## src/rtl/grid_trilinear_coord_map_macros.svh

```systemverilog
// Assertion helpers for the grid trilinear coordinate map.
`ifndef GRID_TRILINEAR_COORD_MAP_MACROS_SVH
`define GRID_TRILINEAR_COORD_MAP_MACROS_SVH
`ifndef SYNTHESIS
`define GTCM_ASSERT_IMP(lbl, ante, cons) \
  lbl: assert property (@(posedge clk_i) disable iff (!rst_ni) (ante) |-> (cons)) \
    else $error("gtcm assertion failed");
`define GTCM_ASSERT_NXT(lbl, ante, cons) \
  lbl: assert property (@(posedge clk_i) disable iff (!rst_ni) (ante) |=> (cons)) \
    else $error("gtcm assertion failed");
`else
`define GTCM_ASSERT_IMP(lbl, ante, cons)
`define GTCM_ASSERT_NXT(lbl, ante, cons)
`endif
`endif

```

## src/rtl/gtcm_pkg.sv

```systemverilog
package gtcm_pkg;

  localparam int unsigned GRID_X_DEF = 16;
  localparam int unsigned GRID_Y_DEF = 16;
  localparam int unsigned GRID_Z_DEF = 16;

  localparam int unsigned STORE_AW = 12;
  localparam int unsigned STORE_DEPTH = 1 << STORE_AW;
  localparam int unsigned FRAC_W = 13;
  localparam int unsigned FRAC_SHIFT = 12;
  localparam int unsigned COORD_W = 32;
  localparam int unsigned NUM_CORNERS = 8;

  typedef enum logic [1:0] {
    OP_LOAD    = 2'd0,
    OP_MAP_WIN = 2'd1,
    OP_MAP_RAW = 2'd2,
    OP_NONE    = 2'd3
  } op_e;

  typedef enum logic [2:0] {
    REG_WIN_XA  = 3'd0,
    REG_WIN_XB  = 3'd1,
    REG_WIN_YA  = 3'd2,
    REG_WIN_YB  = 3'd3,
    REG_WIN_ZA  = 3'd4,
    REG_WIN_ZB  = 3'd5,
    REG_ORIGIN  = 3'd6,
    REG_UNUSED  = 3'd7
  } reg_e;

  typedef struct packed {
    op_e  op;
    logic ok;
  } meta_t;

endpackage

```

## src/rtl/gtcm_lerp.sv

```systemverilog
module gtcm_lerp
  import gtcm_pkg::*;
#(
  parameter int unsigned IN_W  = 32,
  parameter int unsigned OUT_W = 34
) (
  input  logic                    clk_i,
  input  logic                    en_i,
  input  logic signed [IN_W-1:0]  lo_i,
  input  logic signed [IN_W-1:0]  hi_i,
  input  logic signed [FRAC_W-1:0] frac_i,
  output logic signed [OUT_W-1:0] q_o
);

  localparam int unsigned SW = IN_W + FRAC_W + 3;

  logic signed [FRAC_W+1:0] w_lo;
  logic signed [FRAC_W+1:0] w_hi;
  logic signed [SW-1:0]     prod_lo;
  logic signed [SW-1:0]     prod_hi;
  logic signed [SW-1:0]     sum;
  logic signed [SW-1:0]     shifted;
  logic signed [OUT_W-1:0]  q_q;

  assign w_hi    = (FRAC_W + 2)'(frac_i);
  assign w_lo    = (FRAC_W + 2)'(1 << FRAC_SHIFT) - w_hi;
  assign prod_lo = SW'(lo_i) * SW'(w_lo);
  assign prod_hi = SW'(hi_i) * SW'(w_hi);
  assign sum     = prod_lo + prod_hi + SW'(1 << (FRAC_SHIFT - 1));
  assign shifted = sum >>> FRAC_SHIFT;

  always_ff @(posedge clk_i) begin
    if (en_i) begin
      q_q <= OUT_W'(shifted);
    end
  end

  assign q_o = q_q;

endmodule

```

## config.mk

```make
export PLATFORM = sky130hd
export DESIGN_NAME = gtcm_lerp
export DESIGN_NICKNAME = d
export VERILOG_FILES = /design/src/rtl/grid_trilinear_coord_map_macros.svh /design/src/rtl/gtcm_pkg.sv /design/src/rtl/gtcm_lerp.sv
export SDC_FILE = /design/constraint.sdc
export NUM_CORES = 2
export LEC_CHECK = 0
export ABC_AREA = 0
export BUFFER_PORTS_ARGS = -buffer_cell sky130_fd_sc_hd__clkbuf_2
export CORE_ASPECT_RATIO = 2
export CORE_MARGIN = 2
export CORE_UTILIZATION = 70
export CTS_BUF_LIST = sky130_fd_sc_hd__clkbuf_4 sky130_fd_sc_hd__clkbuf_8 sky130_fd_sc_hd__clkbuf_16
export CTS_CLUSTER_DIAMETER = 200
export DETAILED_ROUTE_END_ITERATION = 16
export PLACE_DENSITY_LB_ADDON = 0.1
export SLEW_MARGIN = 15
export SYNTH_ARGS = -nofsm -noshare
export SYNTH_HDL_FRONTEND = slang
export SYNTH_SLANG_ARGS = --single-unit
```

## constraint.sdc

```tcl
create_clock -name clk_i -period 18.65 [get_ports clk_i]
set_clock_uncertainty 0.1 [all_clocks]
set_input_delay 5.595 -clock clk_i [delete_from_list [all_inputs] [get_ports clk_i]]
set_output_delay 5.595 -clock clk_i [all_outputs]
set_load 0.05 [all_outputs]
```

==> results.yml <==
run_status:
  status: "finished clean"
place:
  post-place-cells: 3669
  dpl.hpwl_um: 75200
  dp_slack_ns: 4.22
  gp_congestion: 0.978
  port_buffers: 112
sta:
  worst_slack_ns: 4.23
  slew_viol_final: 0
  tightest_slew_ns: 1.00
  min_period_over_period_pct: 77.3
  fmax_ghz: 0.0693
  rsz0062_at_grt: "false"
  tns_ns: 0
  hold_violations: 0
  setup_viol: 0
  slew_headroom_pct: 33.2
  finalCriticalPeriod_ns: 14.42
layout:
  largest_reg_flops: 34
  stdcell_count: 3678
  final_util_pct: 73.6
  register_area_mm2: 0.00102
  nNetsFinal: 4261
  multi_input_area_mm2: 0.0256
  syn_to_final_growth_pct: 3.70
  drive_above_1_share_pct: 5.49
  fillers: 3236
clocking:
  cts.sinks: 34
  cts_setup_buffers: 0
  holdBufCountCts: 0
  cts_tree: "done"
  postCtsResizedCells: 0
  cts_buffer_depth: 2
  ctsHtreeMaxLevel: 2
  path_clk_slew_ns: 0.08
  cts_buffers: 5
  cts_root_buf: "clkbuf_16"
yosys:
  yosys.area.top_type: "fa_1"
  synth_top_area_share_pct: 57.7
  yosys-top-cells-area: "fa_1 58%, inv_1 10%, and2_1 8.5%"
  postSynthCellCount: 3145
  netlist_area_mm2: 0.0303
  ys_types: 44
  syn_nets: 4275
  yosysWarnings: 0
  postSynthAreaPerCell_um2: 9.63
  synth-seq-area-share_pct: 3.37
  synth_seq_cells: 34
detailed_routing:
  final_antenna_net_count: 0
  vias: 21903
  wl_um: 92900
  vias_per_cell: 5.96
  initialDrtViolationCount: 1527
  wl_per_cell_um: 25.3
  first_pass_iters: 6
  drc: 0
grt:
  grt_max_degree: 67
  antenna_found_initial: 4
  grtUsageTotal_pct: 45.0
  grt_pass1_wl_um: 144000
  grt-ovfl-total: 0
  grt_pass1_vias: 25518
critical_path:
  crit_family: "adder cells"
  path_class: "in2reg"
  critPathLaunchType: "input pin"
  cp_num_buf_inv: 4
  crit_fanout: 36
  crit_arrival_ns: 14.39
  slowest_delay_ns: 0.88
  cp_common_cell: "fa_1"
  end_kind: "flip-flop"
  cp.required_ns: 18.61
  crit_slowest_cell: "fa_1"
run:
  drv_cap: 0
worst_hold_path:
  hp-class: "in2reg"
floorplanning:
  num_rows: 107
  die_height_um: 298
  start_util_pct: 70.9
  fp.coreArea_mm2: 0.0427
  ios: 113
  dieWidth_um: 151
  dieArea_mm2: 0.0451
## worst paths after layout
path / start / endpoint / slack [ns] / cells after the start
max: frac_i[2] / q_o[33] / 4.23 / 27
min: en_i / q_o[32] / 6.05 / 1
## layout by cell type (no fill, tap or decap), types with 3 or more instances in the layout
| cell type | count |
|---|---|
| o21ai_2 | 3 |
| nand2_1 | 405 |
| edfxtp_1 | 34 |
| and2_1 | 411 |
| clkbuf_16 | 5 |
| nand4_1 | 7 |
| o21ai_0 | 6 |
| nor3_1 | 5 |
| xor2_1 | 15 |
| fa_1 | 874 |
| nor2_1 | 28 |
| a21oi_1 | 19 |
| xor2_2 | 4 |
| o21bai_1 | 4 |
| xnor2_2 | 7 |
| a21o_1 | 20 |
| buf_4 | 24 |
| clkbuf_2 | 112 |
| nand2b_1 | 27 |
| o21ai_1 | 5 |
| xnor2_1 | 36 |
| nand3_1 | 3 |
| a31oi_1 | 7 |
| inv_1 | 834 |
| ha_1 | 177 |
| a21oi_2 | 5 |
| nor2b_1 | 28 |
## through the flow
step           hold WS [ns]  instance area [um2]
3_5_place_dp           6.06                31200
4_1_cts                6.09                31400
6_report               6.05                31400
3_3_place_gp           6.06                31200
2_1_floorplan          5.61                30300
5_1_grt                6.12                31400
## routing by layer
layer | routed length (um) | GRT usage (%) | vias to the layer above
li1 | - | - | 8780
met2 | 47800 | 74.7 | 1120
met5 | 24 | 0 | -
met1 | 23100 | 39.9 | 11337
met3 | 7390 | 12.6 | 662
met4 | 14600 | 50.0 | 4
## synth_stat cells
cell type / instances
a211o_1: 1
a211oi_1: 2
a211oi_2: 1
a21boi_1: 1
a21boi_2: 1
a21o_1: 20
a21oi_1: 19
a21oi_2: 5
a221oi_1: 1
a311oi_2: 1
a31oi_1: 7
a32oi_1: 1
and2_1: 411
and4_1: 1
buf_1: 2
buf_2: 1
clkbuf_1: 154
edfxtp_1: 34
fa_1: 874
ha_1: 177
inv_1: 834
mux2i_1: 1
nand2_1: 405
nand2b_1: 27
nand3_1: 3
nand3b_1: 2
nand4_1: 7
nor2_1: 28
nor2_2: 1
nor2b_1: 28
nor2b_4: 1
nor3_1: 5
nor4_1: 1
nor4_2: 3
o21a_1: 2
o21ai_0: 7
o21ai_1: 4
o21ai_2: 3
o21bai_1: 4
o31ai_1: 1
o31ai_4: 1
or3_1: 1
xnor2_1: 43
xor2_1: 19
## cell families (layout without fill, tap and decap cells)
logic type,count (synthesis),after routing,share of synthesized area [%]
DFF,34,34,3.37
buffers and inverters,991,978,12.3
other,0,1,0
adders and majority gates,1051,1051,65.1
xor gates and xnor gates,62,62,1.79
muxes,1,1,0.0330
AOI/OAI and AO/OA,82,82,1.90
and+or+nand+nor,924,924,15.6
## cell type report
cell class                 count  area share [%]
antenna                        1         0.00796
sequential                    34            3.25
multi-input combinational   2120            81.6
inverter                     834            9.96
clock inverter                 3           0.219
timing repair buffer         136            2.36
clock buffer                   5           0.398
tap                          545            2.17
Power is not shown: default switching activity piles up to over one toggle a cycle in this logic, so the estimate is an artifact.
